## src/design/epf_pkg.sv

```systemverilog
// ----------------------------------------------------------------------------
// epf_pkg
// widths, header constants and codes shared by the port filter files
// ----------------------------------------------------------------------------
package epf_pkg;

  localparam int unsigned FRAME_LEN_MAX_DEF = 16383;

  localparam int unsigned BYTE_W   = 8;
  localparam int unsigned STATUS_W = 3;
  localparam int unsigned PROTO_W  = 8;
  localparam int unsigned PORT_W   = 16;
  localparam int unsigned TOTLEN_W = 16;
  localparam int unsigned PKTCNT_W = 32;
  localparam int unsigned BYTECNT_W = 48;
  localparam int unsigned ETYPE_W  = 16;
  localparam int unsigned IHL_W    = 4;
  localparam int unsigned MODE_W   = 2;
  localparam int unsigned CFG_IDX_W  = 1;
  localparam int unsigned CFG_DATA_W = 16;

  // ethernet and ipv4 header layout
  localparam int unsigned ETH_HDR     = 14;
  localparam int unsigned IP_MIN      = 20;
  localparam int unsigned TCP_HDR     = 20;
  localparam int unsigned UDP_HDR     = 8;
  localparam int unsigned L4_PORT_LEN = 4;
  localparam int unsigned OFS_ETYPE_HI = 12;
  localparam int unsigned OFS_ETYPE_LO = 13;
  localparam int unsigned OFS_IHL      = 14;
  localparam int unsigned OFS_TOT_HI   = 16;
  localparam int unsigned OFS_TOT_LO   = 17;
  localparam int unsigned OFS_PROTO    = 23;

  localparam logic [ETYPE_W-1:0] ETYPE_IPV4 = 16'h0800;

  localparam logic [PROTO_W-1:0] PROTO_ICMP = 8'd1;
  localparam logic [PROTO_W-1:0] PROTO_TCP  = 8'd6;
  localparam logic [PROTO_W-1:0] PROTO_UDP  = 8'd17;

  localparam logic [MODE_W-1:0] MODE_ANY  = 2'd0;
  localparam logic [MODE_W-1:0] MODE_TCP  = 2'd1;
  localparam logic [MODE_W-1:0] MODE_UDP  = 2'd2;
  localparam logic [MODE_W-1:0] MODE_ICMP = 2'd3;

  localparam logic [STATUS_W-1:0] ST_ACCEPT    = 3'd0;
  localparam logic [STATUS_W-1:0] ST_SHORT_ETH = 3'd1;
  localparam logic [STATUS_W-1:0] ST_NOT_IPV4  = 3'd2;
  localparam logic [STATUS_W-1:0] ST_SHORT_IP  = 3'd3;
  localparam logic [STATUS_W-1:0] ST_FILTERED  = 3'd4;

  localparam logic [CFG_IDX_W-1:0] REG_PROTOCOL_MODE = 1'd0;
  localparam logic [CFG_IDX_W-1:0] REG_PORT_MATCH    = 1'd1;

endpackage

```

## src/design/epf_in_if.sv

```systemverilog
// ----------------------------------------------------------------------------
// epf_in_if
// frame byte channel: one byte and its last-byte flag per request
// ----------------------------------------------------------------------------
interface epf_in_if;
  logic                       valid;
  logic                       ready;
  logic [epf_pkg::BYTE_W-1:0] frame_byte;
  logic                       frame_end;

  modport source (output valid, output frame_byte, output frame_end, input ready);
  modport sink   (input valid, input frame_byte, input frame_end, output ready);
endinterface

```

## src/design/epf_out_if.sv

```systemverilog
// ----------------------------------------------------------------------------
// epf_out_if
// per-frame status channel with header fields and counters
// ----------------------------------------------------------------------------
interface epf_out_if;
  logic                          valid;
  logic                          ready;
  logic [epf_pkg::STATUS_W-1:0]  status;
  logic [epf_pkg::PROTO_W-1:0]   ip_protocol;
  logic [epf_pkg::PORT_W-1:0]    source_port;
  logic [epf_pkg::PORT_W-1:0]    destination_port;
  logic [epf_pkg::TOTLEN_W-1:0]  ip_total_length;
  logic [epf_pkg::PKTCNT_W-1:0]  packet_count;
  logic [epf_pkg::BYTECNT_W-1:0] byte_count;

  modport source (output valid, output status, output ip_protocol, output source_port,
                  output destination_port, output ip_total_length, output packet_count,
                  output byte_count, input ready);
  modport sink   (input valid, input status, input ip_protocol, input source_port,
                  input destination_port, input ip_total_length, input packet_count,
                  input byte_count, output ready);
endinterface

```

## src/design/epf_cfg_if.sv

```systemverilog
// ----------------------------------------------------------------------------
// epf_cfg_if
// register write channel: index and data per request
// ----------------------------------------------------------------------------
interface epf_cfg_if;
  logic                           valid;
  logic                           ready;
  logic [epf_pkg::CFG_IDX_W-1:0]  index;
  logic [epf_pkg::CFG_DATA_W-1:0] data;

  modport source (output valid, output index, output data, input ready);
  modport sink   (input valid, input index, input data, output ready);
endinterface

```

## src/design/ethernet_ipv4_port_filter_top.sv

```systemverilog
// ----------------------------------------------------------------------------
// ethernet_ipv4_port_filter_top
// ethernet / ipv4 layer-4 header parser with protocol and port filter
//
// in_ch takes one frame byte per request in network order, frame_end on the
// last byte. one byte is taken every cycle while in_ch ready is high; the
// throughput is one byte per clock, set by the single byte-capture stage.
// out_ch gives one status request per frame once the last byte is taken,
// through a frame summary register, then the decision and counter update
// into the output register.
// cfg_ch writes protocol_mode (index 0) and port_match (index 1); it is
// always ready. the user writes it only while no frame is in flight; the
// block does not enforce this. reset (rst_n low, synchronous) clears the
// config, the frame state, the valid flags and the packet and byte counters.
// when out_ch stalls, the output register holds and the summary stage fills;
// in_ch ready drops only when both are full, so no byte or result is lost.
// ----------------------------------------------------------------------------
module ethernet_ipv4_port_filter_top #(
  parameter int unsigned FRAME_LEN_MAX = epf_pkg::FRAME_LEN_MAX_DEF
) (
  input logic         clk,
  input logic         rst_n,
  epf_in_if.sink      in_ch,
  epf_out_if.source   out_ch,
  epf_cfg_if.sink     cfg_ch
);
  import epf_pkg::*;

  localparam int unsigned OFF_W = $clog2(FRAME_LEN_MAX + 1);
  localparam int unsigned L4_W  = 7;
  localparam int unsigned HL_W  = IHL_W + 2;
  localparam logic [OFF_W-1:0] LEN_MAX = OFF_W'(FRAME_LEN_MAX);

  // configuration
  logic [MODE_W-1:0] protocol_mode_r;
  logic [PORT_W-1:0] port_match_r;

  // frame capture state
  logic [OFF_W-1:0]    byte_offset_r, byte_offset_nxt;
  logic [ETYPE_W-1:0]  ether_kind_r, ether_kind_nxt;
  logic [IHL_W-1:0]    header_words_r, header_words_nxt;
  logic [PROTO_W-1:0]  proto_seen_r, proto_seen_nxt;
  logic [TOTLEN_W-1:0] length_seen_r, length_seen_nxt;
  logic [2*PORT_W-1:0] ports_seen_r, ports_seen_nxt;
  logic [OFF_W-1:0]    len_nxt;

  // frame summary stage
  logic                s1_valid_r;
  logic [OFF_W-1:0]    s1_len_r;
  logic [ETYPE_W-1:0]  s1_ether_r;
  logic [IHL_W-1:0]    s1_words_r;
  logic [PROTO_W-1:0]  s1_proto_r;
  logic [TOTLEN_W-1:0] s1_length_r;
  logic [2*PORT_W-1:0] s1_ports_r;

  // counters and output register
  logic [PKTCNT_W-1:0]  frames_accepted_r, frames_nxt;
  logic [BYTECNT_W-1:0] bytes_accepted_r, bytes_nxt;
  logic                 out_valid_r;
  logic [STATUS_W-1:0]  status_r, status_nxt;
  logic [PROTO_W-1:0]   proto_r, proto_nxt;
  logic [PORT_W-1:0]    sport_r, sport_nxt;
  logic [PORT_W-1:0]    dport_r, dport_nxt;
  logic [TOTLEN_W-1:0]  tot_r, tot_nxt;

  logic advance, in_take;

  assign advance    = !out_valid_r || out_ch.ready;
  assign in_ch.ready = !s1_valid_r || advance;
  assign in_take    = in_ch.valid && in_ch.ready;
  assign cfg_ch.ready = 1'b1;

  // byte capture
  logic             in_window;
  logic [IHL_W-1:0] hw;
  logic [L4_W-1:0]  l4;
  logic [OFF_W-1:0] l4_ext;
  logic [BYTE_W-1:0] b;

  always_comb begin
    b      = in_ch.frame_byte;
    in_window = byte_offset_r < LEN_MAX;
    hw     = (byte_offset_r == OFF_W'(OFS_IHL)) ? b[IHL_W-1:0] : header_words_r;
    l4     = L4_W'(ETH_HDR) + {1'b0, hw, 2'b00};
    l4_ext = OFF_W'(l4);

    ether_kind_nxt   = ether_kind_r;
    header_words_nxt = header_words_r;
    proto_seen_nxt   = proto_seen_r;
    length_seen_nxt  = length_seen_r;
    ports_seen_nxt   = ports_seen_r;
    len_nxt          = LEN_MAX;
    if (in_window) begin
      if (byte_offset_r == OFF_W'(OFS_ETYPE_HI)) ether_kind_nxt[15:8] = b;
      if (byte_offset_r == OFF_W'(OFS_ETYPE_LO)) ether_kind_nxt[7:0]  = b;
      if (byte_offset_r == OFF_W'(OFS_IHL))      header_words_nxt     = b[IHL_W-1:0];
      if (byte_offset_r == OFF_W'(OFS_TOT_HI))   length_seen_nxt[15:8] = b;
      if (byte_offset_r == OFF_W'(OFS_TOT_LO))   length_seen_nxt[7:0]  = b;
      if (byte_offset_r == OFF_W'(OFS_PROTO))    proto_seen_nxt       = b;
      if (byte_offset_r >= l4_ext && byte_offset_r < l4_ext + OFF_W'(L4_PORT_LEN)) begin
        ports_seen_nxt = {ports_seen_r[2*PORT_W-BYTE_W-1:0], b};
      end
      len_nxt = byte_offset_r + OFF_W'(1);
    end

    byte_offset_nxt = byte_offset_r;
    if (in_ch.frame_end) begin
      byte_offset_nxt = '0;
    end else if (in_window) begin
      byte_offset_nxt = byte_offset_r + OFF_W'(1);
    end
  end

  // frame decision
  logic [HL_W-1:0]  hl;
  logic [OFF_W:0]   ip_end;
  logic [OFF_W-1:0] rem;
  logic             pass, has_ports;

  always_comb begin
    hl     = {s1_words_r, 2'b00};
    ip_end = (OFF_W+1)'(ETH_HDR) + (OFF_W+1)'(hl);
    rem    = s1_len_r - OFF_W'(ETH_HDR) - OFF_W'(hl);
    status_nxt = ST_ACCEPT;
    proto_nxt  = '0;
    sport_nxt  = '0;
    dport_nxt  = '0;
    tot_nxt    = '0;
    frames_nxt = frames_accepted_r;
    bytes_nxt  = bytes_accepted_r;
    pass       = 1'b1;
    has_ports  = 1'b0;
    if (s1_len_r < OFF_W'(ETH_HDR)) begin
      status_nxt = ST_SHORT_ETH;
    end else if (s1_ether_r != ETYPE_IPV4) begin
      status_nxt = ST_NOT_IPV4;
    end else if (s1_len_r < OFF_W'(ETH_HDR + IP_MIN) || {1'b0, s1_len_r} < ip_end) begin
      status_nxt = ST_SHORT_IP;
    end else begin
      proto_nxt = s1_proto_r;
      tot_nxt   = s1_length_r;
      has_ports = (s1_proto_r == PROTO_TCP && rem >= OFF_W'(TCP_HDR)) ||
                  (s1_proto_r == PROTO_UDP && rem >= OFF_W'(UDP_HDR));
      if (has_ports) begin
        sport_nxt = s1_ports_r[2*PORT_W-1:PORT_W];
        dport_nxt = s1_ports_r[PORT_W-1:0];
      end
      case (protocol_mode_r)
        MODE_ANY:  pass = 1'b1;
        MODE_TCP:  pass = (s1_proto_r == PROTO_TCP);
        MODE_UDP:  pass = (s1_proto_r == PROTO_UDP);
        MODE_ICMP: pass = (s1_proto_r == PROTO_ICMP);
        default:   pass = 1'b1;
      endcase
      if (port_match_r != '0 && sport_nxt != port_match_r && dport_nxt != port_match_r) begin
        pass = 1'b0;
      end
      if (pass) begin
        status_nxt = ST_ACCEPT;
        frames_nxt = frames_accepted_r + PKTCNT_W'(1);
        bytes_nxt  = bytes_accepted_r + BYTECNT_W'(s1_length_r);
      end else begin
        status_nxt = ST_FILTERED;
      end
    end
  end

  // control and state registers
  always_ff @(posedge clk) begin
    if (!rst_n) begin
      protocol_mode_r   <= MODE_ANY;
      port_match_r      <= '0;
      byte_offset_r     <= '0;
      ether_kind_r      <= '0;
      header_words_r    <= '0;
      proto_seen_r      <= '0;
      length_seen_r     <= '0;
      ports_seen_r      <= '0;
      s1_valid_r        <= 1'b0;
      out_valid_r       <= 1'b0;
      frames_accepted_r <= '0;
      bytes_accepted_r  <= '0;
    end else begin
      if (cfg_ch.valid && cfg_ch.ready) begin
        case (cfg_ch.index)
          REG_PROTOCOL_MODE: protocol_mode_r <= cfg_ch.data[MODE_W-1:0];
          REG_PORT_MATCH:    port_match_r    <= cfg_ch.data[PORT_W-1:0];
          default: ;
        endcase
      end
      if (in_take) begin
        byte_offset_r <= byte_offset_nxt;
        if (in_ch.frame_end) begin
          ether_kind_r   <= '0;
          header_words_r <= '0;
          proto_seen_r   <= '0;
          length_seen_r  <= '0;
          ports_seen_r   <= '0;
        end else begin
          ether_kind_r   <= ether_kind_nxt;
          header_words_r <= header_words_nxt;
          proto_seen_r   <= proto_seen_nxt;
          length_seen_r  <= length_seen_nxt;
          ports_seen_r   <= ports_seen_nxt;
        end
      end
      if (advance) begin
        out_valid_r <= s1_valid_r;
        if (s1_valid_r) begin
          frames_accepted_r <= frames_nxt;
          bytes_accepted_r  <= bytes_nxt;
        end
      end
      if (in_take && in_ch.frame_end) begin
        s1_valid_r <= 1'b1;
      end else if (advance) begin
        s1_valid_r <= 1'b0;
      end
    end
  end

  // payload registers
  always_ff @(posedge clk) begin
    if (in_take && in_ch.frame_end) begin
      s1_len_r    <= len_nxt;
      s1_ether_r  <= ether_kind_nxt;
      s1_words_r  <= header_words_nxt;
      s1_proto_r  <= proto_seen_nxt;
      s1_length_r <= length_seen_nxt;
      s1_ports_r  <= ports_seen_nxt;
    end
    if (advance && s1_valid_r) begin
      status_r <= status_nxt;
      proto_r  <= proto_nxt;
      sport_r  <= sport_nxt;
      dport_r  <= dport_nxt;
      tot_r    <= tot_nxt;
    end
  end

  assign out_ch.valid            = out_valid_r;
  assign out_ch.status           = status_r;
  assign out_ch.ip_protocol      = proto_r;
  assign out_ch.source_port      = sport_r;
  assign out_ch.destination_port = dport_r;
  assign out_ch.ip_total_length  = tot_r;
  assign out_ch.packet_count     = frames_accepted_r;
  assign out_ch.byte_count       = bytes_accepted_r;

endmodule

```

## src/flat_wrapper.sv

```systemverilog
// flat-port wrapper written by rule: the top's interface ports become plain ports
module ethernet_ipv4_port_filter_top_flat import epf_pkg::*;
#(
  parameter int unsigned FRAME_LEN_MAX = epf_pkg::FRAME_LEN_MAX_DEF
)
  (clk, rst_n, in_ch_valid, in_ch_frame_byte, in_ch_frame_end, in_ch_ready, out_ch_valid, out_ch_status, out_ch_ip_protocol, out_ch_source_port, out_ch_destination_port, out_ch_ip_total_length, out_ch_packet_count, out_ch_byte_count, out_ch_ready, cfg_ch_valid, cfg_ch_index, cfg_ch_data, cfg_ch_ready);
  epf_in_if in_ch_i ();
  epf_out_if out_ch_i ();
  epf_cfg_if cfg_ch_i ();
  input logic clk;
  input logic rst_n;
  input wire logic [$bits(in_ch_i.valid)-1:0] in_ch_valid;
  input wire logic [$bits(in_ch_i.frame_byte)-1:0] in_ch_frame_byte;
  input wire logic [$bits(in_ch_i.frame_end)-1:0] in_ch_frame_end;
  output wire logic [$bits(in_ch_i.ready)-1:0] in_ch_ready;
  output wire logic [$bits(out_ch_i.valid)-1:0] out_ch_valid;
  output wire logic [$bits(out_ch_i.status)-1:0] out_ch_status;
  output wire logic [$bits(out_ch_i.ip_protocol)-1:0] out_ch_ip_protocol;
  output wire logic [$bits(out_ch_i.source_port)-1:0] out_ch_source_port;
  output wire logic [$bits(out_ch_i.destination_port)-1:0] out_ch_destination_port;
  output wire logic [$bits(out_ch_i.ip_total_length)-1:0] out_ch_ip_total_length;
  output wire logic [$bits(out_ch_i.packet_count)-1:0] out_ch_packet_count;
  output wire logic [$bits(out_ch_i.byte_count)-1:0] out_ch_byte_count;
  input wire logic [$bits(out_ch_i.ready)-1:0] out_ch_ready;
  input wire logic [$bits(cfg_ch_i.valid)-1:0] cfg_ch_valid;
  input wire logic [$bits(cfg_ch_i.index)-1:0] cfg_ch_index;
  input wire logic [$bits(cfg_ch_i.data)-1:0] cfg_ch_data;
  output wire logic [$bits(cfg_ch_i.ready)-1:0] cfg_ch_ready;
  assign in_ch_i.valid = in_ch_valid;
  assign in_ch_i.frame_byte = in_ch_frame_byte;
  assign in_ch_i.frame_end = in_ch_frame_end;
  assign in_ch_ready = in_ch_i.ready;
  assign out_ch_valid = out_ch_i.valid;
  assign out_ch_status = out_ch_i.status;
  assign out_ch_ip_protocol = out_ch_i.ip_protocol;
  assign out_ch_source_port = out_ch_i.source_port;
  assign out_ch_destination_port = out_ch_i.destination_port;
  assign out_ch_ip_total_length = out_ch_i.ip_total_length;
  assign out_ch_packet_count = out_ch_i.packet_count;
  assign out_ch_byte_count = out_ch_i.byte_count;
  assign out_ch_i.ready = out_ch_ready;
  assign cfg_ch_i.valid = cfg_ch_valid;
  assign cfg_ch_i.index = cfg_ch_index;
  assign cfg_ch_i.data = cfg_ch_data;
  assign cfg_ch_ready = cfg_ch_i.ready;
  ethernet_ipv4_port_filter_top #(.FRAME_LEN_MAX(FRAME_LEN_MAX)) u_core (.clk(clk), .rst_n(rst_n), .in_ch(in_ch_i), .out_ch(out_ch_i), .cfg_ch(cfg_ch_i));
endmodule
```

## config.mk

```make
export PLATFORM = sky130hd
export DESIGN_NAME = ethernet_ipv4_port_filter_top_flat
export DESIGN_NICKNAME = d
export VERILOG_FILES = /design/src/design/epf_pkg.sv /design/src/design/epf_in_if.sv /design/src/design/epf_out_if.sv /design/src/design/epf_cfg_if.sv /design/src/design/ethernet_ipv4_port_filter_top.sv /design/src/flat_wrapper.sv
export SDC_FILE = /design/constraint.sdc
export NUM_CORES = 1
export LEC_CHECK = 0
export ABC_AREA = 1
export BUFFER_PORTS_ARGS = -buffer_cell sky130_fd_sc_hd__clkbuf_2
export CAP_MARGIN = 20
export CELL_PAD_IN_SITES_DETAIL_PLACEMENT = 1
export CELL_PAD_IN_SITES_GLOBAL_PLACEMENT = 1
export CORE_MARGIN = 2
export CORE_UTILIZATION = 40
export DETAILED_ROUTE_END_ITERATION = 8
export HOLD_SLACK_MARGIN = 0.12
export MAX_ROUTING_LAYER = met4
export PLACE_DENSITY_LB_ADDON = 0.2
export SLEW_MARGIN = 0
export SYNTH_ARGS = -nofsm -noshare
export SYNTH_HDL_FRONTEND = slang
export SYNTH_SLANG_ARGS = --single-unit
```

## constraint.sdc

```tcl
create_clock -name clk -period 5.9 [get_ports clk]
set_input_delay 1.18 -clock clk [delete_from_list [all_inputs] [get_ports clk]]
set_output_delay 1.18 -clock clk [all_outputs]
set_load 0.03 [all_outputs]
```

Yosys cells after proc, flatten, opt, wreduce, memory -nomap -nowiden
Index checks and enable logic that the tools add are counted.
Widths: inputs -> output; s select.
Storage, ports and cells
  register bits after elaboration: 339
  word-level logic and storage cells: 119
  output and inout port bits: 142
  bits of input ports: 31
  memories kept: 0
  bits in writable memories: 0
  bits in latches: 0
  bits in read-only memories: 0
Operators by class
  bitwise gates (word level): 4
  shifts and indexed selects: 0
  multiply operators: 0
  equality and inequality tests: 15
  reduce and logical (&&, ||, !) cells: 23
  add/subtract/negate cells: 8
  mux-type cells: 37
  $lt $le $gt $ge: 8
  div/mod/pow operators: 0
Operators by type and width (count)
  $mux 16: 12
  $mux 32: 3
  $mux 8: 7
  $add 48x16->48: 1
  $eq 14x4->1 const B: 3
  $eq 14x5->1 const B: 3
  $add 32x1->32 const B: 1
  $ne 16x16->1: 2
  $mux 14: 2
  $ne 16x12->1 const B: 1
  $reduce_bool 16->1: 1
  $lt 14x15->1: 1
  $add 14x1->14 const B: 1
  $add 4x6->7 const A: 2
  $ge 14x4->1 const B: 1
  $ge 14x5->1 const B: 1
  $ge 14x7->1: 1
  $lt 14x14->1: 1
  $lt 14x14->1 const B: 1
  $lt 14x4->1 const B: 1
  $lt 14x6->1 const B: 1
  $sub 14x4->14 const B: 1
  $sub 14x6->14: 1
  $mux 4: 3
  19 further kinds: 43

Depth between registers and ports, before layout
Gate-level depths: netlist of run 1.
  depth after elaboration: 19
  gate-level depth with buffers: 33
  mapped depth without buffers: 31

Worst setup path before layout of run 1
No wires, ideal clock.
  path kind: input port to flip-flop
  start: in out_ch_ready
  end: reg u_core.s1_ether_r[0] (enable)
  setup slack: -0.336 ns
  path buffers: 1
  required time: 5.361 ns
  arrival time: 5.697 ns
  setup time: 0.539 ns
  stages on the path: 7
  cells stage by stage: inv_1 nand2_1 nor2_1 inv_1 nand2_1 clkbuf_1 nor2_1
Between the ends
  longest elaborated chain between the ends: 4
Ends and longest elaborated chain
  start, declared: line flat_wrapper.sv:24  | input wire logic [$bits(out_ch_i.ready)-1:0] out_ch_ready;
  $logic_or 1x1->1: line ethernet_ipv4_port_filter_top.sv:68  | assign advance = !out_valid_r || out_ch.ready;
  $logic_or 1x1->1: line ethernet_ipv4_port_filter_top.sv:69  | assign in_ch.ready = !s1_valid_r || advance;
  net in_ch_ready: line flat_wrapper.sv:15  | output wire logic [$bits(in_ch_i.ready)-1:0] in_ch_ready;
  $logic_and 1x1->1: line ethernet_ipv4_port_filter_top.sv:70  | assign in_take = in_ch.valid && in_ch.ready;
  $logic_and 1x1->1: line ethernet_ipv4_port_filter_top.sv:224  | if (in_take && in_ch.frame_end) begin
  end signal, assigned: line ethernet_ipv4_port_filter_top.sv:226  | s1_ether_r <= ether_kind_nxt;
  end, declared: line ethernet_ipv4_port_filter_top.sv:50  | logic [ETYPE_W-1:0] s1_ether_r;
The timed path passes the listed nets, and every way through them passes these cells.
A chain may end at the register's enable or synchronous reset.

Worst setup path after layout of run 1
  start: reg u_core.s1_words_r[3]
  end: reg u_core.bytes_accepted_r[4] (netlist: u_core.out_ch.byte_count[4])
Between the ends
  longest elaborated chain between the ends: 16
  elaborated cells between the ends (all ways): 27
  those cells by class: add/sub (2); order compare (3); eq/ne (2); mux (12); bitwise (1); reduce/logical (7)
Ends and longest elaborated chain
  start, declared: line ethernet_ipv4_port_filter_top.sv:51  | logic [IHL_W-1:0] s1_words_r;
  start signal, assigned: line ethernet_ipv4_port_filter_top.sv:227  | s1_words_r <= header_words_nxt;
  $sub 14x6->14: line ethernet_ipv4_port_filter_top.sv:123  | rem = s1_len_r - OFF_W'(ETH_HDR) - OFF_W'(hl);
  $ge 14x5->1 / $ge 14x4->1 (equally long branches): line ethernet_ipv4_port_filter_top.sv:142, ethernet_ipv4_port_filter_top.sv:143
  $logic_and 1x1->1 (on tied branches): line ethernet_ipv4_port_filter_top.sv:142, ethernet_ipv4_port_filter_top.sv:143
  $logic_or 1x1->1: line ethernet_ipv4_port_filter_top.sv:142  | has_ports = (s1_proto_r == PROTO_TCP && rem >= OFF_W'(TCP_HDR)) ||
  $mux 16: line ethernet_ipv4_port_filter_top.sv:144  | if (has_ports) begin
  $mux 16: line ethernet_ipv4_port_filter_top.sv:137  | end else if (s1_len_r < OFF_W'(ETH_HDR + IP_MIN) || {1'b0, s1_len_r} < ip_end) begin
  $mux 16: line ethernet_ipv4_port_filter_top.sv:135  | end else if (s1_ether_r != ETYPE_IPV4) begin
  $mux 16: line ethernet_ipv4_port_filter_top.sv:133  | if (s1_len_r < OFF_W'(ETH_HDR)) begin
  $ne 16x16->1: line ethernet_ipv4_port_filter_top.sv:155  | if (port_match_r != '0 && sport_nxt != port_match_r && dport_nxt != port_match_r) begin
  $logic_and 1x1->1 (2 in a row): line ethernet_ipv4_port_filter_top.sv:155
  $mux 1: line ethernet_ipv4_port_filter_top.sv:155
  $mux 1: line ethernet_ipv4_port_filter_top.sv:137
  $mux 1: line ethernet_ipv4_port_filter_top.sv:135
  $mux 1: line ethernet_ipv4_port_filter_top.sv:133
  $reduce_and 6->1 (no line) *
  end signal, assigned: line ethernet_ipv4_port_filter_top.sv:211  | bytes_accepted_r <= bytes_nxt;
  end, declared: line ethernet_ipv4_port_filter_top.sv:58  | logic [BYTECNT_W-1:0] bytes_accepted_r, bytes_nxt;
Every way passes the cells marked *; elsewhere a longest branch is shown, timed or not. The select of a mux whose other input is x is not followed.

==> flow_summary_export.csv, run 1 <==
group,metric,value,unit
logic_synthesis,syn_area,17400,um2
placed_design,dp_hpwl,37000,um
cells_and_area,final_cells,2975,
floorplanning,io_pins,173,
setup_path,worst_ep_arrival_time,5310,ps
cells_and_area,layout.nets,2437,
logic_synthesis,synth_flop_cell,"dfxtp_1",
timing,finalCritPeriodShare,82.4,%
logic_synthesis,synth_top_area_cell,"edfxtp_1",
job,max-cap-violations,0,
setup_path,reg2reg_depth,27,
timing,tns,0,ps
logic_synthesis,synth_cells,2209,
cts,cts_root_buf,"clkbuf_16",
logic_synthesis,synth-async-reset-ratio,0,%
cts,clkSinkCount,338,
logic_synthesis,synthTopCellsByCount,"529 x nand2_1, 362 x inv_1, 244 x nor2_1",
timing,rsz0062_at_grt,"no",
drt,vias,15137,
grt,overflow,0,
timing,hold_viol_final,0,
cts,cts_resized,0,
run_status,outcome,"complete, no violations",
placed_design,pre_cts_slack,871,ps
floorplanning,rows,76,
timing,min_period,4860,ps
grt,grt_antenna_before_repair,0,
timing,maxSlewViolCount,0,
drt,drt_first_pass_iters,5,
timing,worst_pin_slew,1060,ps
placed_design,place_area,18800,um2
logic_synthesis,synth_area_leaders,"edfxtp_1 26%, dfxtp_1 22%, nand2_1 11%, inv_1 7.8%, nor2_1 5.3%",
grt,track_usage,23.8,%
drt,drt-vias-per-instance,5.09,
setup_path,path_delay_family,"simple AND/OR/NAND/NOR gates",
cts,cts_inserted_buffers,41,
setup_path,cp_slowest_cell,"nand2_4",
setup_path,startpoint_type,"flip-flop",
timing,skew,22.5,ps
cts,post_cts_buffers,0,
logic_synthesis,yosysTopAreaCellShare,25.5,%
timing,setup_ws,1040,ps
worst_hold_path,hold_class,"reg -> reg",
setup_path,cp_num_buf_inv,3,
setup_path,cp_common_cell,"nand2_1",
placed_design,gp_congestion,0.907,
timing,maxSlewHeadroom,29.5,%
cts,clkLatencyLatePin,570,ps
power,vdd_drop_max,0.000214,V
setup_path,critPathCaptureType,"flip-flop",
logic_synthesis,post_synth.cell_area_avg,7.88,um2
power,p_leak,9.44,nW
setup_path,critPathMaxStageDelay,460,ps
power,powerDensity,270,nW/um2
cts,cts.path.max_buffers,3,
floorplanning,start_util,40.5,%
drt,drt.antenna.violating_nets,0,
logic_synthesis,synth-edff-count,148,
setup_path,worst-path-stages,27,
floorplanning,fp.coreArea,43000,um2
setup_path,r2r_slack,1040,ps
grt,grt_pass1_vias,15804,
cells_and_area,fin_area,20200,um2
cells_and_area,drive_gt1_share,11.6,%
setup_path,startpoint,"u_core.s1_words_r[3]$_DFFE_PP_",
setup_path,path_class,"reg -> reg",
grt,grt_max_degree,90,
drt,wl_per_cell,17.5,um
setup_path,r2r-end,"u_core.out_ch.byte_count[4]$_SDFFE_PN0P_",
floorplanning,fp.dieW,213,um
placed_design,placed_cells,2897,
logic_synthesis,ys.warnings.count,0,
drt,drt-total-wl,52200,um
setup_path,crit_required,6350,ps
cts,postCtsHoldBufs,0,
setup_path,worstReg2RegStart,"u_core.s1_words_r[3]$_DFFE_PP_",
timing,setup_viol,0,
logic_synthesis,seq_area_frac_synth,47.4,%
drt,drt_iter0_markers,853,
logic_synthesis,synth.ff_latch_count,338,
setup_path,crit_end,"u_core.out_ch.byte_count[4]$_SDFFE_PN0P_",
setup_path,crit_path_max_fanout,62,
drt,drc,0,
timing,fmax,206,MHz
cts,cts_max_level,2,
cts,clkTransAtPathRegs,60,ps
logic_synthesis,synth_cell_types,49,
cts,cts_tree,"yes",
grt,grt_pass1_wl,82700,um
floorplanning,die_y,213,um
floorplanning,die_area,45200,um2
cells_and_area,area_growth,16.1,%
logic_synthesis,yosysMostFrequentCell,"nand2_1",
placed_design,io_buffer_count,171,
-- final cells by class --
class / instances / area, um2
diodes: 1 / 2.50
clock inverters: 24 / 275
well taps: 585 / 732
repair buffers: 186 / 981
fillers: 5344 / 22800
multi-input cells: 1423 / 7470
inverters: 366 / 1380
flip-flops and latches: 338 / 8250
clock buffers: 52 / 1110
-- worst reg2reg max path: cells and delay by family (launching register included) --
family,cells,cell delay (ps)
buffers and inverters,3,420
flip-flops,1,440
AO/OA/AOI/OAI,1,280
AND/OR/NAND/NOR,21,2950
adder cells (fa/ha/maj),2,660
-- power breakdown --
| group | switching [mW] | internal [mW] | total, mW |
|---|---|---|---|
| Clock | 1.05 | 1.56 | 2.61 |
| Combinational | 0.246 | 0.0808 | 0.327 |
| Sequential | 0.0351 | 2.48 | 2.51 |
| Total | 1.33 | 4.12 | 5.45 |
-- state kept, by name, indices dropped and copies added, names as in the netlist, 16 cells and up --
name                            cells
u_core.out_ch.byte_count           48
u_core.out_ch.packet_count         32
u_core.ports_seen_r                32
u_core.s1_ports_r                  32
u_core.ether_kind_r                16
u_core.length_seen_r               16
u_core.out_ch.destination_port     16
u_core.out_ch.ip_total_length      16
u_core.out_ch.source_port          16
u_core.port_match_r                16
u_core.s1_ether_r                  16
u_core.s1_length_r                 16
-- cell families after synthesis --
| group | count (synthesis) | share of synthesized area (%) |
|---|---|---|
| muxes | 73 | 4.26 |
| xor gates and xnor gates | 33 | 1.66 |
| and+or+nand+nor | 1029 | 25.2 |
| DFF | 338 | 47.4 |
| other | 1 | 0.0215 |
| buffers and inverters | 449 | 10.0 |
| AOI/OAI and AO/OA | 236 | 7.78 |
| adders and majority gates | 50 | 3.68 |
-- layer usage --
layer	part of all wire, %	vias to the layer above	wire length, um	GRT usage (%)
li1	-	7428	-	-
met1	45	7365	23500	29.2
met2	48	249	25100	40.2
met3	3.7	95	1960	3.93
met4	3.0	0	1590	7.60
met5	0	-	0	-
-- per-stage QoR --
stage / hold slack [ps] / utilization, % / power (mW)
after floorplan: 442 / - / 2.77
after global placement: 448 / 43.7 / 2.88
after detailed placement: 459 / 43.7 / 2.89
after CTS: 468 / 46.9 / 5.51
after global routing: 490 / 47.0 / 5.65
final: 463 / 47.0 / 5.45
-- placed cells by master (no fill, tap or decap), types with 27 or more instances in the layout --
cell / synthesis / final
mux2i_1: 65 / 65
edfxtp_1: 148 / 148
o21ai_0: 38 / 38
inv_1: 362 / 360
nand4_1: 74 / 74
nand2_1: 529 / 527
clkbuf_2: 0 / 171
ha_1: 48 / 48
o21bai_1: 50 / 50
nor3_1: 37 / 36
clkbuf_16: 0 / 42
xor2_1: 27 / 27
nor2_1: 244 / 241
a21oi_1: 128 / 128
dfxtp_1: 190 / 190
nand3_1: 85 / 84
-- how the worst min path moves through the flow --
stage          slack, ps  cells after the start                           startpoint                                   to
3_5_place_dp         460                      2  u_core.proto_seen_r[3]$_SDFFE_PN0P_  u_core.proto_seen_r[3]$_SDFFE_PN0P_
6_report             460                      2  u_core.proto_seen_r[3]$_SDFFE_PN0P_  u_core.proto_seen_r[3]$_SDFFE_PN0P_
2_1_floorplan        440                      2  u_core.proto_seen_r[0]$_SDFFE_PN0P_  u_core.proto_seen_r[0]$_SDFFE_PN0P_
5_1_grt              490                      2  u_core.proto_seen_r[1]$_SDFFE_PN0P_  u_core.proto_seen_r[1]$_SDFFE_PN0P_
3_3_place_gp         450                      2  u_core.proto_seen_r[4]$_SDFFE_PN0P_  u_core.proto_seen_r[4]$_SDFFE_PN0P_
4_1_cts              470                      2  u_core.proto_seen_r[4]$_SDFFE_PN0P_  u_core.proto_seen_r[4]$_SDFFE_PN0P_
Power figures use the tool's default switching activity.
==> run 2, diff against run 1 <==
--- a/config.mk
+++ b/config.mk
@@ -5,13 +5,13 @@
 export SDC_FILE = /design/constraint.sdc
 export NUM_CORES = 1
 export LEC_CHECK = 0
-export ABC_AREA = 1
+export ABC_AREA = 0
 export BUFFER_PORTS_ARGS = -buffer_cell sky130_fd_sc_hd__clkbuf_2
 export CAP_MARGIN = 20
 export CELL_PAD_IN_SITES_DETAIL_PLACEMENT = 1
 export CELL_PAD_IN_SITES_GLOBAL_PLACEMENT = 1
 export CORE_MARGIN = 2
-export CORE_UTILIZATION = 40
+export CORE_UTILIZATION = 42
 export DETAILED_ROUTE_END_ITERATION = 8
 export HOLD_SLACK_MARGIN = 0.12
 export MAX_ROUTING_LAYER = met4
==> constraint.sdc (replaced) <==
create_clock -name clk -period 4.2 [get_ports clk]
set_input_delay 0.84 -clock clk [delete_from_list [all_inputs] [get_ports clk]]
set_output_delay 0.84 -clock clk [all_outputs]
set_load 0.03 [all_outputs]
==> run 2 against run 1 <==
The run now ends with setup timing left; global-route usage up 0.73 points; flip-flop and latch count unchanged; clock-buffer cell count up 4; first-iteration DRC count down 20%; die area down 13%; total power up 39%; via count down 12%; combinational power up 55%; critical path type unchanged; critical path depth down 8; cell count down 23%; synthesized area down 8.4%; register-to-register slack worse by 1100 ps.
==> flow_summary_export.csv, run 2 <==
group,metric,value,unit
timing,rsz0062_at_grt,"yes",
setup_path,crit_chain,"nor4_4 > nand2_1 > or4_4 > nor3_4 > nand2_2 > mux2_4 > buf_6 > ha_4 > o21a_1 > o21a_1 > o21ai_1 > nand2b_1 > a21oi_2 > nor2b_2 > o311ai_4 > buf_6 > clkbuf_16 > mux2_4 > a32o_2",
setup_path,critPathMaxStageDelay,450,ps
logic_synthesis,synth_cell_types,67,
cts,clkSinkCount,338,
timing,skew,20.1,ps
grt,grt_max_degree,88,
cells_and_area,drive_gt1_share,26.5,%
cts,clkLatencyLatePin,560,ps
placed_design,io_buffer_count,171,
timing,setup_viol,32,
floorplanning,start_util,42.5,%
floorplanning,fp.coreArea,37500,um2
floorplanning,die_y,199,um
power,p_leak,7.83,nW
worst_hold_path,min_path_cells,1,
cts,cts_inserted_buffers,39,
setup_path,reg2reg_depth,19,
power,vdd_drop_max,0.000249,V
timing,setup_ws,-102,ps
cells_and_area,fill_cells,4059,
setup_path,crit_path_max_fanout,8,
worst_hold_path,holdPathEnd,"u_core.ports_seen_r[25]$_SDFFE_PN0P_",
timing,worst_pin_slew,981,ps
placed_design,pre_cts_slack,-447,ps
power,powerDensity,381,nW/um2
grt,overflow,0,
cells_and_area,area_growth,24.7,%
cts,cts.path.max_buffers,3,
logic_synthesis,synth_cells,1519,
timing,fmax,232,MHz
job,max-cap-violations,0,
timing,hold_slack,472,ps
logic_synthesis,post_synth.cell_area_avg,10.5,um2
drt,drt_iter0_markers,685,
cells_and_area,final_core_utilization,53.1,%
logic_synthesis,synthTopCellsByCount,"190 x dfxtp_1, 148 x edfxtp_1, 97 x nand2_1",
placed_design,placed_cells,2188,
cts,cts_max_level,2,
logic_synthesis,synth-edff-count,148,
setup_path,worstReg2RegStart,"u_core.byte_offset_r[9]$_SDFFE_PN0P_",
setup_path,worst_ep_arrival_time,4730,ps
cts,clkTransAtPathRegs,60,ps
floorplanning,rows,71,
grt,track_usage,24.6,%
setup_path,startpoint_type,"flip-flop",
cells_and_area,n_antenna_cell,0,
floorplanning,die_area,39500,um2
worst_hold_path,hold_class,"reg -> reg",
drt,drt-total-wl,48600,um
timing,min_period,4300,ps
setup_path,path_class,"reg -> reg",
drt,wl_per_cell,21.3,um
drt,drt_first_pass_iters,5,
timing,maxSlewHeadroom,34.3,%
drt,drc,0,
floorplanning,fp.dieW,199,um
worst_hold_path,worstHoldStart,"u_core.ports_seen_r[25]$_SDFFE_PN0P_",
timing,hold_viol_final,0,
cells_and_area,largest_register_ffs,48,
run_status,outcome,"complete, but fails checks",
cells_and_area,final_cell_mix,"189 x dfxtp_1, 171 x clkbuf_2, 148 x edfxtp_1",
logic_synthesis,syn_area,15900,um2
setup_path,critPathCaptureType,"flip-flop",
setup_path,cp_slowest_cell,"or4_4",
cts,cts_root_buf,"clkbuf_16",
timing,finalCritPeriodShare,102,%
cells_and_area,layout_commonest_cell,"dfxtp_1",
cts,cts_tree,"yes",
logic_synthesis,yosysTopAreaCellShare,27.9,%
placed_design,dp_hpwl,32600,um
logic_synthesis,yosysMostFrequentCell,"dfxtp_1",
logic_synthesis,ys.warnings.count,0,
placed_design,gp_congestion,0.887,
logic_synthesis,synth-async-reset-ratio,0,%
logic_synthesis,synth_flop_cell,"dfxtp_1",
logic_synthesis,synth_top_area_cell,"edfxtp_1",
grt,grt_pass1_vias,13260,
setup_path,crit_required,4630,ps
cells_and_area,layout.nets,1827,
run_status,violations,"setup timing",
grt,grt_pass1_wl,73900,um
drt,drt.antenna.violating_nets,0,
setup_path,r2r_slack,-100,ps
grt,grt_antenna_before_repair,0,
floorplanning,io_pins,173,
timing,maxSlewViolCount,0,
logic_synthesis,synth.ff_latch_count,338,
logic_synthesis,synth_area_leaders,"edfxtp_1 28%, dfxtp_1 24%, mux2_2 5.4%, ha_1 3.8%, a21oi_1 3.0%",
drt,vias,13257,
cells_and_area,final_cells,2286,
drt,drt-vias-per-instance,5.80,
logic_synthesis,seq_area_frac_synth,51.7,%
setup_path,r2r-end,"u_core.ports_seen_r[7]$_SDFFE_PN0P_",
[run 2: worst max-delay path, delay by kind of cell (launching register included)]
family / cells / cell delay, ps
AND/OR/NAND/NOR: 7 / 1300
adder cells (fa/ha/maj): 1 / 210
AO/OA/AOI/OAI: 6 / 1160
multiplexers: 2 / 690
flip-flops: 1 / 340
buffers and inverters: 3 / 480
[run 2: metal layers]
metal / wire [um] / global-route usage (%)
met1: 21700 / 31.4
met2: 23400 / 39.3
met3: 1910 / 3.46
met4: 1640 / 10.0
met5: 0 / -
[run 2: metrics by stage]
step,power [mW],instance area [um2],TNS (ps)
2_1_floorplan,3.84,16000,0
3_3_place_gp,4.02,17800,-5820
3_5_place_dp,4.03,17800,-23760
4_1_cts,7.59,19400,-866
5_1_grt,7.81,19900,-13100
6_report,7.57,19900,-1750
[run 2: worst max-delay path by stage]
stage                                         start                              endpoint  cells after the start
5_1_grt        u_core.byte_offset_r[9]$_SDFFE_PN0P_   u_core.ports_seen_r[7]$_SDFFE_PN0P_                     20
2_1_floorplan  u_core.byte_offset_r[9]$_SDFFE_PN0P_  u_core.ports_seen_r[10]$_SDFFE_PN0P_                     18
3_5_place_dp   u_core.byte_offset_r[9]$_SDFFE_PN0P_  u_core.ports_seen_r[11]$_SDFFE_PN0P_                     19
4_1_cts        u_core.byte_offset_r[9]$_SDFFE_PN0P_   u_core.ports_seen_r[4]$_SDFFE_PN0P_                     19
6_report       u_core.byte_offset_r[9]$_SDFFE_PN0P_   u_core.ports_seen_r[7]$_SDFFE_PN0P_                     19
3_3_place_gp   u_core.byte_offset_r[9]$_SDFFE_PN0P_   u_core.ports_seen_r[9]$_SDFFE_PN0P_                     19
[run 2: layout make-up]
class	instances	area (um2)	area share, %
timing repair buffer	270	1790	9.02
clock inverter	14	201	1.01
sequential	338	8250	41.5
inverter	59	235	1.18
multi-input combinational	1038	7640	38.4
clock buffer	56	1130	5.68
tap	511	639	3.21
[run 2: where the power goes]
part	internal (mW)	switching [mW]
registers	3.47	0.0413
clock network	2.18	1.38
logic	0.171	0.337
[run 2: logic make-up (layout without fill, tap and decap cells)]
family / Yosys count / after routing / share of synthesized area, %
buffers and inverters: 145 / 399 / 3.51
AO/OA/AOI/OAI: 375 / 376 / 16.3
XOR/XNOR: 32 / 32 / 1.76
AND/OR/NAND/NOR: 491 / 491 / 16.6
flip-flops: 338 / 338 / 51.7
other: 1 / 2 / 0.0235
multiplexers: 87 / 87 / 6.06
adder cells (fa/ha/maj): 50 / 50 / 4.02
[run 2: what timing repair did]
| action | 4_1_cts | 5_1_grt |
|---|---|---|
| pin swaps | 6 | 8 |
| setup endpoints to repair | 73 | 134 |
| hold buffers | 0 | 0 |
| cloned | 2 | 4 |
| hold endpoints to repair | 0 | 0 |
| setup buffers | 7 | 15 |
| gates resized for setup | 45 | 50 |
==> run 3, diff against run 2 <==
--- a/config.mk
+++ b/config.mk
@@ -10,8 +10,9 @@
 export CAP_MARGIN = 20
 export CELL_PAD_IN_SITES_DETAIL_PLACEMENT = 1
 export CELL_PAD_IN_SITES_GLOBAL_PLACEMENT = 1
-export CORE_MARGIN = 2
-export CORE_UTILIZATION = 42
+export CORE_ASPECT_RATIO = 1.1
+export CORE_MARGIN = 1.5
+export CORE_UTILIZATION = 47
 export DETAILED_ROUTE_END_ITERATION = 8
 export HOLD_SLACK_MARGIN = 0.12
 export MAX_ROUTING_LAYER = met4
==> constraint.sdc (replaced) <==
create_clock -name clk -period 4.8 [get_ports clk]
set_input_delay 0.96 -clock clk [delete_from_list [all_inputs] [get_ports clk]]
set_output_delay 0.96 -clock clk [all_outputs]
set_load 0.03 [all_outputs]
==> run 3 against run 2 <==
The flow now finishes without violations; design area is 5.9% lower; flip-flop and latch count stayed put; register-to-register slack better by 400 ps; clock power is 16% lower; combinational power is 29% lower; first-iteration DRC count is 25% higher; sequential share of layout area is 2.6 points higher; critical path type unchanged.
==> flow_summary_export.csv, run 3 (same netlist as run 2, synthesis figures left out) <==
group,metric,value,unit
cts,cts_root_buf,"clkbuf_16",
placed_design,place_area,17300,um2
placed_design,gp_congestion,0.913,
drt,wl_per_cell,20.9,um
job,max-cap-violations,0,
timing,maxSlewHeadroom,35.3,%
setup_path,crit_required,5230,ps
cts,cts_tree,"yes",
setup_path,cp_slowest_cell,"or4_1",
worst_hold_path,min_path_cells,1,
setup_path,cp_num_buf_inv,3,
timing,hold_viol_final,0,
cells_and_area,drive_gt1_share,21.3,%
setup_path,r2r_slack,300,ps
timing,finalCritPeriodShare,93.7,%
power,vdd_drop_max,0.000227,V
cells_and_area,fill_cells,3657,
setup_path,worst_ep_arrival_time,4930,ps
power,finalPower,6.40,mW
setup_path,critPathCaptureType,"flip-flop",
cells_and_area,fin_area,18700,um2
setup_path,critPathMaxStageDelay,480,ps
floorplanning,rows,70,
power,p_leak,7.28,nW
timing,setup_viol,0,
cts,cts_max_level,2,
worst_hold_path,hold_class,"reg -> reg",
power,powerDensity,342,nW/um2
setup_path,startpoint_type,"flip-flop",
cells_and_area,n_antenna_cell,0,
floorplanning,die_area,35000,um2
cts,cts.path.max_buffers,3,
setup_path,cp_common_cell,"ha_1",
run_status,outcome,"complete, no violations",
drt,drt.antenna.violating_nets,0,
setup_path,r2r-end,"u_core.ports_seen_r[15]$_SDFFE_PN0P_",
timing,setup_ws,301,ps
floorplanning,start_util,47.8,%
worst_hold_path,holdPathEnd,"u_core.ports_seen_r[26]$_SDFFE_PN0P_",
setup_path,worstReg2RegStart,"u_core.byte_offset_r[9]$_SDFFE_PN0P_",
worst_hold_path,worstHoldStart,"u_core.ports_seen_r[26]$_SDFFE_PN0P_",
cts,clkLatencyLatePin,540,ps
timing,min_period,4500,ps
drt,drc,0,
cells_and_area,largest_register_ffs,48,
setup_path,path_delay_family,"simple AND/OR/NAND/NOR gates",
cells_and_area,layout.nets,1757,
setup_path,crit_path_max_fanout,16,
floorplanning,fp.dieW,179,um
grt,track_usage,26.0,%
timing,worst_pin_slew,971,ps
timing,hold_slack,464,ps
grt,grt_antenna_before_repair,0,
timing,skew,14.9,ps
timing,fmax,222,MHz
setup_path,crit_chain,"nor4_1 > nand2_1 > or4_1 > nor3_4 > nand2_4 > mux2_4 > inv_1 > ha_1 > ha_1 > o21a_1 > o21ai_0 > nand2b_1 > a21oi_1 > nor2b_1 > o311ai_4 > buf_12 > clkbuf_16 > mux2_2 > a32o_1",
cts,postCtsHoldBufs,0,
timing,maxSlewViolCount,0,
drt,drt_first_pass_iters,5,
floorplanning,die_y,196,um
placed_design,placed_cells,2064,
cts,cts_inserted_buffers,37,
cells_and_area,area_growth,17.4,%
grt,grt_pass1_wl,70700,um
cts,clkTransAtPathRegs,60,ps
cells_and_area,final_cell_mix,"190 x dfxtp_1, 171 x clkbuf_2, 148 x edfxtp_1",
setup_path,reg2reg_depth,19,
placed_design,io_buffer_count,171,
drt,drt_iter0_markers,859,
cells_and_area,layout_commonest_cell,"dfxtp_1",
setup_path,path_class,"reg -> reg",
drt,drt-vias-per-instance,6.04,
floorplanning,fp.coreArea,33400,um2
grt,grt_max_degree,88,
floorplanning,io_pins,173,
cells_and_area,final_cells,2137,
grt,overflow,0,
drt,drt-total-wl,44700,um
placed_design,pre_cts_slack,-76.3,ps
cts,clkSinkCount,338,
drt,vias,12914,
grt,grt_pass1_vias,12825,
placed_design,dp_hpwl,30300,um
-- run 3: worst max path at each step --
stage / to / slack [ps] / from / cells after the start
detailed placement: u_core.ports_seen_r[13]$_SDFFE_PN0P_ / -80 / u_core.byte_offset_r[9]$_SDFFE_PN0P_ / 18
global route: u_core.ports_seen_r[14]$_SDFFE_PN0P_ / -4 / u_core.byte_offset_r[9]$_SDFFE_PN0P_ / 19
CTS: u_core.ports_seen_r[7]$_SDFFE_PN0P_ / 30 / u_core.byte_offset_r[9]$_SDFFE_PN0P_ / 19
floorplan: u_core.ports_seen_r[10]$_SDFFE_PN0P_ / 300 / u_core.byte_offset_r[9]$_SDFFE_PN0P_ / 18
global placement: u_core.ports_seen_r[25]$_SDFFE_PN0P_ / 150 / u_core.byte_offset_r[9]$_SDFFE_PN0P_ / 19
finish: u_core.ports_seen_r[15]$_SDFFE_PN0P_ / 300 / u_core.byte_offset_r[9]$_SDFFE_PN0P_ / 19
-- run 3: layer usage --
metal / global-route usage (%) / routed length (um) / up-vias
met5: - / 0 / -
met4: 7.72 / 1210 / 0
met3: 3.39 / 1860 / 88
met2: 42.5 / 21600 / 297
met1: 33.7 / 20000 / 6450
li1: - / - / 6079
-- run 3: through the flow --
step,TNS [ps],utilization (%)
finish,0,56.1
global route,-4.21,56.1
CTS,0,55.7
detailed placement,-1610,51.9
global placement,0,51.9
floorplan,0,-
-- run 3: power by group --
group / switching [mW] / total (mW) / leakage, nW / internal (mW)
clock: 1.18 / 2.97 / 0.619 / 1.79
combinational: 0.262 / 0.359 / 3.73 / 0.0971
sequential: 0.0356 / 3.07 / 2.93 / 3.04
total: 1.47 / 6.40 / 7.28 / 4.93
-- run 3: final cells by class --
| class | instances | area, um2 | share of cell area (%) |
|---|---|---|---|
| inverter | 59 | 225 | 1.20 |
| clock inverter | 17 | 215 | 1.15 |
| multi-input combinational | 1037 | 7260 | 38.8 |
| sequential | 338 | 8250 | 44.1 |
| tap | 432 | 541 | 2.89 |
| clock buffer | 51 | 1040 | 5.56 |
| timing repair buffer | 203 | 1190 | 6.36 |
-- run 3: repair_timing --
item,CTS,global route
gates resized for setup,2,10
setup endpoints to repair,32,72
gates cloned,0,2
buffers inserted,0,2
